==> src/thw_pkg.sv <==
// Shared types and constants for the task heartbeat watchdog.
// No dependencies; imported by every module of the block.
package thw_pkg;

  localparam int NUM_TASKS = 16;
  localparam int TASK_W    = (NUM_TASKS > 1) ? $clog2(NUM_TASKS) : 1;
  localparam int MASK_W    = 16;

  // Request codes
  localparam logic [2:0] REQ_BEAT  = 3'd0;
  localparam logic [2:0] REQ_DELAY = 3'd1;
  localparam logic [2:0] REQ_SCAN  = 3'd2;
  localparam logic [2:0] REQ_LIMIT = 3'd3;
  localparam logic [2:0] REQ_CLEAR = 3'd4;

  typedef struct packed {
    logic [2:0]  req_type;
    logic [4:0]  task_req;
    logic [31:0] now_time;
    logic [31:0] prev_wake;
    logic [31:0] period;
    logic [31:0] limit_value;
  } thw_req_t;

  typedef struct packed {
    logic [15:0] timeout_mask;
    logic        task_valid;
    logic [31:0] wake_time;
    logic        missed;
    logic [31:0] last_beat;
    logic        task_timed_out;
    logic [31:0] timeouts_seen;
    logic [31:0] misses_seen;
  } thw_rsp_t;

  // Controller -> datapath commands
  typedef struct packed {
    logic capture;    // latch accepted request
    logic prep;       // precompute wake sums, clear scan index
    logic exec;       // table update: addressed entry, or all entries on clear
    logic scan_step;  // check one entry for timeout
    logic load_out;   // load result register
  } thw_cmd_t;

  // Datapath -> controller status
  typedef struct packed {
    logic is_scan;
    logic scan_last;
  } thw_sts_t;

endpackage

==> src/task_heartbeat_watchdog.sv <==
// Top level of the task heartbeat watchdog: sequencer plus datapath.
// Depends on thw_pkg, thw_ctrl and thw_dp.
//
// Watchdog for NUM_TASKS tasks. Each request (heartbeat, delay-until, scan,
// set-limit, clear-all) produces exactly one result carrying the timeout mask
// and the addressed task's state after the request. Requests are handled one
// at a time. A non-scan request holds the block from its acceptance to the
// earliest next acceptance (prep, update, result load, idle); a scan holds it
// through prep, the timeout compare visiting one task entry per cycle, result
// load and idle. A finished result sits in an output register, so a new
// request may be accepted while the previous result is still waiting; the
// block only stalls at result load if that register is still full. No
// clearing pass after reset.
module task_heartbeat_watchdog (
  input  logic              clk,
  input  logic              rst_n,
  input  logic              in_valid,
  output logic              in_ready,
  input  thw_pkg::thw_req_t in_data,
  output logic              out_valid,
  input  logic              out_ready,
  output thw_pkg::thw_rsp_t out_data
);
  import thw_pkg::*;

  thw_cmd_t cmd;
  thw_sts_t sts;

  // control: handshakes, step sequencing, result valid
  thw_ctrl u_ctrl (
    .clk       (clk),
    .rst_n     (rst_n),
    .in_valid  (in_valid),
    .in_ready  (in_ready),
    .out_valid (out_valid),
    .out_ready (out_ready),
    .sts       (sts),
    .cmd       (cmd)
  );

  // datapath: task tables, wake arithmetic, scan compare, result register
  thw_dp u_dp (
    .clk      (clk),
    .rst_n    (rst_n),
    .in_data  (in_data),
    .cmd      (cmd),
    .sts      (sts),
    .out_data (out_data)
  );

endmodule

==> src/thw_ctrl.sv <==
// Sequencer for the task heartbeat watchdog: handshakes and step commands.
// Depends on thw_pkg.
module thw_ctrl (
  input  logic              clk,
  input  logic              rst_n,
  input  logic              in_valid,
  output logic              in_ready,
  output logic              out_valid,
  input  logic              out_ready,
  input  thw_pkg::thw_sts_t sts,
  output thw_pkg::thw_cmd_t cmd
);
  import thw_pkg::*;

  localparam logic [2:0] S_IDLE = 3'd0;
  localparam logic [2:0] S_PREP = 3'd1;
  localparam logic [2:0] S_EXEC = 3'd2;
  localparam logic [2:0] S_SCAN = 3'd3;
  localparam logic [2:0] S_RESP = 3'd4;

  logic [2:0] state_r, state_nxt;
  logic       out_valid_r, out_valid_nxt;

  always_comb begin
    cmd           = '0;
    state_nxt     = state_r;
    in_ready      = (state_r == S_IDLE);
    cmd.capture   = in_ready && in_valid;
    unique case (state_r)
      S_IDLE: begin
        if (in_valid) state_nxt = S_PREP;
      end
      S_PREP: begin
        cmd.prep  = 1'b1;
        state_nxt = sts.is_scan ? S_SCAN : S_EXEC;
      end
      S_EXEC: begin
        cmd.exec  = 1'b1;
        state_nxt = S_RESP;
      end
      S_SCAN: begin
        cmd.scan_step = 1'b1;
        if (sts.scan_last) state_nxt = S_RESP;
      end
      S_RESP: begin
        // result register must be free or draining this cycle
        if (!out_valid_r || out_ready) begin
          cmd.load_out = 1'b1;
          state_nxt    = S_IDLE;
        end
      end
      default: state_nxt = S_IDLE;
    endcase

    out_valid_nxt = out_valid_r;
    if (out_valid_r && out_ready) out_valid_nxt = 1'b0;
    if (cmd.load_out) out_valid_nxt = 1'b1;
  end

  always_ff @(posedge clk) begin
    if (!rst_n) begin
      state_r     <= S_IDLE;
      out_valid_r <= 1'b0;
    end else begin
      state_r     <= state_nxt;
      out_valid_r <= out_valid_nxt;
    end
  end

  assign out_valid = out_valid_r;

  a_accept_to_prep: assert property (@(posedge clk) disable iff (!rst_n)
    (in_valid && in_ready) |=> (state_r == S_PREP))
    else $error("accepted request did not enter prep");

  a_load_free: assert property (@(posedge clk) disable iff (!rst_n)
    cmd.load_out |-> (!out_valid_r || out_ready))
    else $error("result loaded over undelivered result");

  a_load_shows: assert property (@(posedge clk) disable iff (!rst_n)
    cmd.load_out |=> (out_valid_r && state_r == S_IDLE))
    else $error("loaded result not presented");

  a_scan_end: assert property (@(posedge clk) disable iff (!rst_n)
    (state_r == S_SCAN && sts.scan_last) |=> (state_r == S_RESP))
    else $error("scan did not finish after last entry");

endmodule

==> src/thw_dp.sv <==
// Datapath for the task heartbeat watchdog: per-task tables, wake math,
// timeout check and result register. Depends on thw_pkg.
module thw_dp (
  input  logic              clk,
  input  logic              rst_n,
  input  thw_pkg::thw_req_t in_data,
  input  thw_pkg::thw_cmd_t cmd,
  output thw_pkg::thw_sts_t sts,
  output thw_pkg::thw_rsp_t out_data
);
  import thw_pkg::*;

  thw_req_t              req_r;
  logic [31:0]           beat_r     [NUM_TASKS];
  logic [31:0]           exp_cnt_r  [NUM_TASKS];
  logic [31:0]           miss_cnt_r [NUM_TASKS];
  logic [31:0]           limit_r    [NUM_TASKS];
  logic [NUM_TASKS-1:0]  flag_r;
  logic [TASK_W-1:0]     scan_idx_r;
  logic [31:0]           wake_sum_r, now_sum_r, next_r;
  logic                  missed_r;
  thw_rsp_t              out_r;

  logic [TASK_W-1:0] t_idx, rd_idx;
  logic              task_ok;
  logic [31:0]       beat_rd, exp_rd, miss_rd, limit_rd, elapsed, diff;
  logic              flag_rd, hit, late, per_nz;

  assign t_idx   = req_r.task_req[TASK_W-1:0];
  assign task_ok = ({1'b0, req_r.task_req} < 6'(NUM_TASKS));
  assign rd_idx  = cmd.scan_step ? scan_idx_r : t_idx;

  assign beat_rd  = beat_r[rd_idx];
  assign exp_rd   = exp_cnt_r[rd_idx];
  assign miss_rd  = miss_cnt_r[rd_idx];
  assign limit_rd = limit_r[rd_idx];
  assign flag_rd  = flag_r[rd_idx];

  // scan: seen, enabled, and elapsed beyond limit
  assign elapsed = req_r.now_time - beat_rd;
  assign hit     = (beat_rd != 32'd0) && (limit_rd != 32'd0) && (elapsed > limit_rd);

  // delay-until: deadline passed when now - wake is non-negative
  assign diff   = req_r.now_time - wake_sum_r;
  assign late   = !diff[31];
  assign per_nz = (req_r.period != 32'd0);

  assign sts.is_scan   = (req_r.req_type == REQ_SCAN);
  assign sts.scan_last = (scan_idx_r == TASK_W'(NUM_TASKS - 1));

  // request capture and per-request scratch
  always_ff @(posedge clk) begin
    if (cmd.capture) req_r <= in_data;
    if (cmd.prep) begin
      wake_sum_r <= req_r.prev_wake + req_r.period;
      now_sum_r  <= req_r.now_time + req_r.period;
      next_r     <= req_r.prev_wake;
      missed_r   <= 1'b0;
    end
    if (cmd.exec && req_r.req_type == REQ_DELAY && per_nz) begin
      next_r   <= late ? now_sum_r : wake_sum_r;
      missed_r <= late;
    end
  end

  always_ff @(posedge clk) begin
    if (!rst_n) begin
      scan_idx_r <= '0;
    end else if (cmd.prep) begin
      scan_idx_r <= '0;
    end else if (cmd.scan_step && !sts.scan_last) begin
      scan_idx_r <= scan_idx_r + TASK_W'(1);
    end
  end

  // per-task tables
  always_ff @(posedge clk) begin
    if (!rst_n) begin
      flag_r <= '0;
      for (int i = 0; i < NUM_TASKS; i++) begin
        beat_r[i]     <= '0;
        exp_cnt_r[i]  <= '0;
        miss_cnt_r[i] <= '0;
        limit_r[i]    <= '0;
      end
    end else begin
      if (cmd.exec) begin
        unique case (req_r.req_type)
          REQ_BEAT: begin
            if (task_ok) begin
              beat_r[t_idx] <= req_r.now_time;
              flag_r[t_idx] <= 1'b0;
            end
          end
          REQ_DELAY: begin
            if (task_ok && per_nz) begin
              beat_r[t_idx] <= req_r.now_time;
              flag_r[t_idx] <= 1'b0;
              if (late) miss_cnt_r[t_idx] <= miss_rd + 32'd1;
            end
          end
          REQ_LIMIT: begin
            if (task_ok) limit_r[t_idx] <= req_r.limit_value;
          end
          REQ_CLEAR: begin
            flag_r <= '0;
            for (int i = 0; i < NUM_TASKS; i++) begin
              beat_r[i]     <= '0;
              exp_cnt_r[i]  <= '0;
              miss_cnt_r[i] <= '0;
            end
          end
          default: ;
        endcase
      end
      if (cmd.scan_step && hit) begin
        flag_r[scan_idx_r] <= 1'b1;
        if (!flag_rd) exp_cnt_r[scan_idx_r] <= exp_rd + 32'd1;
      end
    end
  end

  // result register
  always_ff @(posedge clk) begin
    if (cmd.load_out) begin
      out_r.timeout_mask   <= MASK_W'(flag_r);
      out_r.task_valid     <= task_ok;
      out_r.wake_time      <= next_r;
      out_r.missed         <= missed_r;
      out_r.last_beat      <= task_ok ? beat_rd : 32'd0;
      out_r.task_timed_out <= task_ok && flag_rd;
      out_r.timeouts_seen  <= task_ok ? exp_rd : 32'd0;
      out_r.misses_seen    <= task_ok ? miss_rd : 32'd0;
    end
  end

  assign out_data = out_r;

endmodule

==> config.mk <==
export PLATFORM = sky130hd
export DESIGN_NAME = task_heartbeat_watchdog
export DESIGN_NICKNAME = d
export VERILOG_FILES = /design/src/thw_pkg.sv /design/src/task_heartbeat_watchdog.sv /design/src/thw_ctrl.sv /design/src/thw_dp.sv
export SDC_FILE = /design/constraint.sdc
export NUM_CORES = 2
export LEC_CHECK = 0
export BUFFER_PORTS_ARGS = -buffer_cell sky130_fd_sc_hd__buf_2
export CAP_MARGIN = 25
export CORE_AREA = 2 2 626 628
export CTS_CLUSTER_DIAMETER = 100
export CTS_CLUSTER_SIZE = 12
export DETAILED_ROUTE_END_ITERATION = 10
export DIE_AREA = 0 0 628 630
export PLACE_DENSITY = 0.51
export SYNTH_ARGS = -nofsm -noshare
export SYNTH_HDL_FRONTEND = slang
export SYNTH_SLANG_ARGS = --single-unit
==> constraint.sdc <==
create_clock -name clk -period 10.6 [get_ports clk]
set_clock_uncertainty 0.05 [all_clocks]
set_input_delay 0 -clock clk [delete_from_list [all_inputs] [get_ports clk]]
set_output_delay 0 -clock clk [all_outputs]
set_load 0.05 [all_outputs]
Yosys cells after proc, flatten, opt, wreduce, memory -nomap -nowiden
Memories as Yosys holds them, arrays and structs flattened.
Cells that the tools add are included.
- flip-flop bits (word level): 404
- latch bits: 0
- RAM bits: 2048
- memory bits (read-only): 0
- input port bits: 140
- memories: 4
- add/subtract/negate cells: 7
- multipliers: 0
- div/mod/pow operators: 0
- $lt $le $gt $ge: 7
- eq/ne operators: 12
- shift-type cells: 0
- muxes and demuxes: 120
- bitwise gates (word level): 53
- reduce and logical (&&, ||, !) cells: 29
- memory list (memory ; depth ; bits a word ; read ports ; clocked after Yosys merged registers in ; write ports ; RTL line ; source):
    u_dp.beat_r ; 16 ; 32 ; 1 ; 0 ; 16 ; thw_dp.sv:14 ; logic [31:0] beat_r [NUM_TASKS];
    u_dp.exp_cnt_r ; 16 ; 32 ; 1 ; 0 ; 16 ; thw_dp.sv:15 ; logic [31:0] exp_cnt_r [NUM_TASKS];
    u_dp.limit_r ; 16 ; 32 ; 1 ; 0 ; 16 ; thw_dp.sv:17 ; logic [31:0] limit_r [NUM_TASKS];
    u_dp.miss_cnt_r ; 16 ; 32 ; 1 ; 0 ; 16 ; thw_dp.sv:16 ; logic [31:0] miss_cnt_r [NUM_TASKS];
- operator list (cell ; count):
    2-to-1 mux 32 bit ; 56
    OR reduction 32 bit ; 4
    nonzero test 32 bit ; 3
    2-to-1 mux 16 bit ; 5
    adder 32 x 1 -> 32 bit (second input constant) ; 2
    adder 32 bit ; 2
    subtractor 32 bit ; 2
    OR 1 bit ; 49
    case mux 16 bit (3 select lines) ; 1
    2-to-1 mux 1 bit ; 46
    > comparator 32 bit ; 1
    2-to-1 mux 4 bit ; 5
    bitwise AND 16 bit ; 1
    inverter 16 bit ; 1
    OR 16 bit ; 1
    < comparator 4 x 5 -> 1 bit (second input constant) ; 3
    case mux 3 bit (5 select lines) ; 1
    equality test 3 x 2 -> 1 bit (second input constant) ; 4
    logical AND 1 bit ; 12
    2-to-1 mux 3 bit ; 3
    demux 1 bit (select 4 bit) ; 2
    >= comparator 4 x 1 -> 1 bit (second input constant) ; 2
    equality test 3 x 1 -> 1 bit (second input constant) ; 2
    equality test 3 bit (second input constant) ; 2
    other kinds (13) ; 18

Depth between registers and ports, before layout
An unclocked memory read counts as a cell.
- depth in word-level cells: 13
- depth in mapped cells: 39
- depth with buffers taken out: 28

By module
A second synthesis with hierarchy kept.
- cells, all modules: 11147
- area total of the unflattened synthesis: 123916.3 um^2
- modules (own cells, without submodules) (module ; times used ; cells an instance ; area an instance (um^2)):
    thw_dp ; 1 ; 11121 ; 123681.1
    thw_ctrl ; 1 ; 26 ; 235.2

Worst setup path after synthesis
No wires, ideal clock.
- path type: reg2reg
- start: reg u_ctrl.state_r[0]
- end: mem u_dp.exp_cnt_r[4][0] (enable)
- arrival time: 9.560 ns
- required time: 10.080 ns
- setup slack: 0.520 ns
- cell stages (with the launch flop): 34
- clock period less this slack: 10.080 ns
- cell sequence: dfxtp_1 buf_6 nand3b_4 buf_6 mux2_2 buf_2 buf_1 clkbuf_1 clkbuf_1 buf_1 buf_2 nor2_1 nor2_1 ha_1 a21o_1 a221o_1 a41oi_1 a21oi_1 and4_1 o211a_1 a311o_1 ha_1 a21o_1 a21o_1 a21o_1 a21oi_1 o21ai_0 a21oi_1 a31o_2 a211oi_1 nand4_4 buf_6 buf_4 o31ai_1
- RTL lines (what ; RTL line ; source):
    start, declared ; thw_ctrl.sv:21 ; logic [2:0] state_r, state_nxt;
    start signal, assigned ; thw_ctrl.sv:65 ; state_r <= state_nxt;
    end, declared ; thw_dp.sv:15 ;

==> flow_metrics.py <==
metrics = {
    "global_routing": {
        "grt_first_pass_wirelength_um": 558000,
        "grt_usage": 0.192,
        "grt-ovfl-total": 0,
        "antenna_found_initial": 40,
        "grt_max_degree": 131,
        "first_global_vias": 75911,
    },
    "clock_tree": {
        "clkTransAtPathRegs_ps": 70,
        "cts_setup_buffers": 0,
        "cts_inserted_buffers": 232,
        "clk_latency_ps": 1030,
        "htree_levels": 4,
        "cts_root_buf": "clkbuf_16",
        "clock_sinks": 2452,
        "cts_tree": "done",
        "clockBufferDepth": 4,
    },
    "synthesis": {
        "ys_types": 101,
        "synth-edff-count": 2428,
        "yosys_warnings": 0,
        "ys_seq_elements": 2452,
        "avgSynthCellArea_um2": 14.0,
        "syn-cell-area_mm2": 0.116,
        "synthArstFlopShare": 0,
        "ys.flop_type": "edfxtp_1",
        "ys_seq_area_frac": 0.632,
        "syn-num-nets": 8590,
        "synthCells": 8285,
    },
    "sta": {
        "finalCritPeriodShare": 0.906,
        "max_slew_margin": 0.242,
        "setup_viol": 0,
        "worst_pin_slew_ps": 1130,
        "period_needed_ps": 9600,
        "grt_setup_unrepaired": "no",
        "hold_viol_final": 0,
        "whs_ps": 174,
        "setup_tns_ps": 0,
        "fmax_mhz": 104,
        "slew_violations": 0,
    },
    "finish": {
        "final_common_cell": "edfxtp_1",
        "nets": 8974,
        "syn_to_final_growth_pct": 14.6,
        "drive_above_1_share": 0.175,
        "fin_area_mm2": 0.133,
        "final_cell_mix": "edfxtp_1, and2_1, nor2_1",
    },
    "worst_setup_path": {
        "arrival_ps": 10110,
        "worstPathMaxFanout": 45,
        "cp.required_ps": 11110,
        "crit_path_top_delay_cell": "o21ai_4",
        "endpoint_kind": "flip-flop",
        "crit_top_cell": "buf_4",
        "critical_path.max_stage_delay_ps": 830,
        "critPathLaunchType": "flip-flop",
        "critPathKind": "reg -> reg",
    },
    "pwr": {
        "peakVddDrop_mv": 0.144,
        "leakagePower_nw": 46.6,
        "p_per_area_mw_per_mm2": 167,
    },
    "floorplanning": {
        "die_width_um": 628,
        "ioPinCount": 289,
        "core_mm2": 0.388,
        "chipHeight_um": 630,
        "rows": 229,
        "dieArea_mm2": 0.396,
        "start_util": 0.299,
    },
    "detailed_routing": {
        "viasPerCell": 5.37,
        "wl_per_cell_um": 28.1,
        "routed_wl_um": 392000,
        "vias": 74849,
        "ant_nets": 0,
        "first_iter_violations": 8674,
        "remaining_drc_errors": 1,
        "dr.pass1.iters": 8,
    },
    "place": {
        "place_congestion": 0.850,
        "dpl.hpwl_um": 228000,
        "portBuffers": 288,
        "place_area_mm2": 0.124,
    },
    "outcome": {
        "violations": "design-rule violations",
        "status": "complete, but fails checks",
    },
    "min_path": {
        "hold_class": "in -> reg",
    },
    "flow_run": {
        "maxCapViolCount": 0,
    },
}
registers in the layout (all words and copies together) (netlist names):
register / cells
u_dp.beat_r: 512
u_dp.exp_cnt_r: 512
u_dp.limit_r: 512
u_dp.miss_cnt_r: 512
u_dp.out_data: 147
u_dp.req_r: 136
u_dp.next_r: 32
u_dp.now_sum_r: 32
u_dp.wake_sum_r: 32
u_dp.flag_r: 16
u_dp.scan_idx_r: 4
u_ctrl.state_r: 3
u_ctrl.out_valid: 1
u_dp.missed_r: 1
critical path: cells and delay by family (launching register included):
family          cells  cell delay [ps]
fa+ha+maj           2              750
xor+xnor            1              100
compound gates     16             4330
simple gates        4             1120
flops               1              520
mux                 1              260
buf+inv             5             1920
through the flow:
step / worst slack (ps) / total power [mW] / std cells / util
2_1_floorplan: 520 / 13.4 / 8285 / -
3_3_place_gp: 445 / 14.5 / 13322 / 0.318
3_5_place_dp: 1170 / 14.6 / 13343 / 0.319
4_1_cts: 1090 / 22.3 / 13908 / 0.342
5_1_grt: 565 / 22.9 / 13928 / 0.343
6_report: 999 / 22.2 / 13938 / 0.343
cell families (layout without fill, tap and decap cells):
group | after synthesis | in the layout | share of synthesized area
and+or+nand+nor | 2999 | 2999 | 0.142
DFF | 2452 | 2452 | 0.632
AOI/OAI and AO/OA | 962 | 962 | 0.0583
buffers and inverters | 898 | 1337 | 0.0388
muxes | 674 | 674 | 0.0999
adders and majority gates | 165 | 165 | 0.0180
xor gates and xnor gates | 135 | 135 | 0.0106
other | 0 | 17 | 0
where the power goes:
part / switching (mW) / internal [mW]
Combinational: 2.15 / 1.12
Clock: 3.73 / 3.94
Sequential: 0.171 / 11.1
Total: 6.05 / 16.1
cell usage after synthesis (all sizes together), types with 89 or more instances:
cell type / n / share of area
a21oi: 183 / 0.0079
inv: 130 / 0.0042
ha: 162 / 0.017
and2: 1025 / 0.055
buf: 290 / 0.019
clkbuf: 464 / 0.015
edfxtp: 2428 / 0.63
mux4: 386 / 0.075
nand2: 373 / 0.012
o21ai: 144 / 0.0062
nand3: 89 / 0.0038
mux2i: 279 / 0.024
nor2: 687 / 0.022
nor4: 532 / 0.032
worst paths after layout:
kind	from	end	slack, ps	cells after the start
worst max-delay path	u_ctrl.state_r[2]$_SDFFE_PN0P_	u_dp.exp_cnt_r[6][25]$_SDFFCE_PN0P_	1000	29
worst min-delay path	in_data[122]	u_dp.req_r[122]$_DFFE_PP_	170	3
worst max register to register	u_ctrl.state_r[2]$_SDFFE_PN0P_	u_dp.exp_cnt_r[6][25]$_SDFFCE_PN0P_	1000	29
worst min register to register	u_dp.next_r[23]$_DFFE_PP_	u_dp.out_data[121]$_DFFE_PP_	340	0
repair_timing:
item	in CTS	in global routing
hold endpoints to repair	216	0
gates resized for setup	0	0
hold buffers	276	0
layout make-up:
| class | instances | area [um^2] |
|---|---|---|
| tap | 5197 | 6500 |
| multi-input combinational | 4935 | 39200 |
| clock buffer | 266 | 5950 |
| fill | 37543 | 255000 |
| antenna | 17 | 42.5 |
| sequential | 2452 | 73400 |
| timing repair buffer | 913 | 7080 |
| clock inverter | 23 | 340 |
| inverter | 135 | 517 |
routing by layer:
layer / GRT usage / part of all wire / vias up
met2: 0.324 / 0.48 / 3146
met1: 0.252 / 0.41 / 38833
li1: - / - / 32269
met3: 0.0247 / 0.070 / 601
met5: 0 / 0 / -
met4: 0.0746 / 0.039 / 0
(Power assumes the default switching activity.)
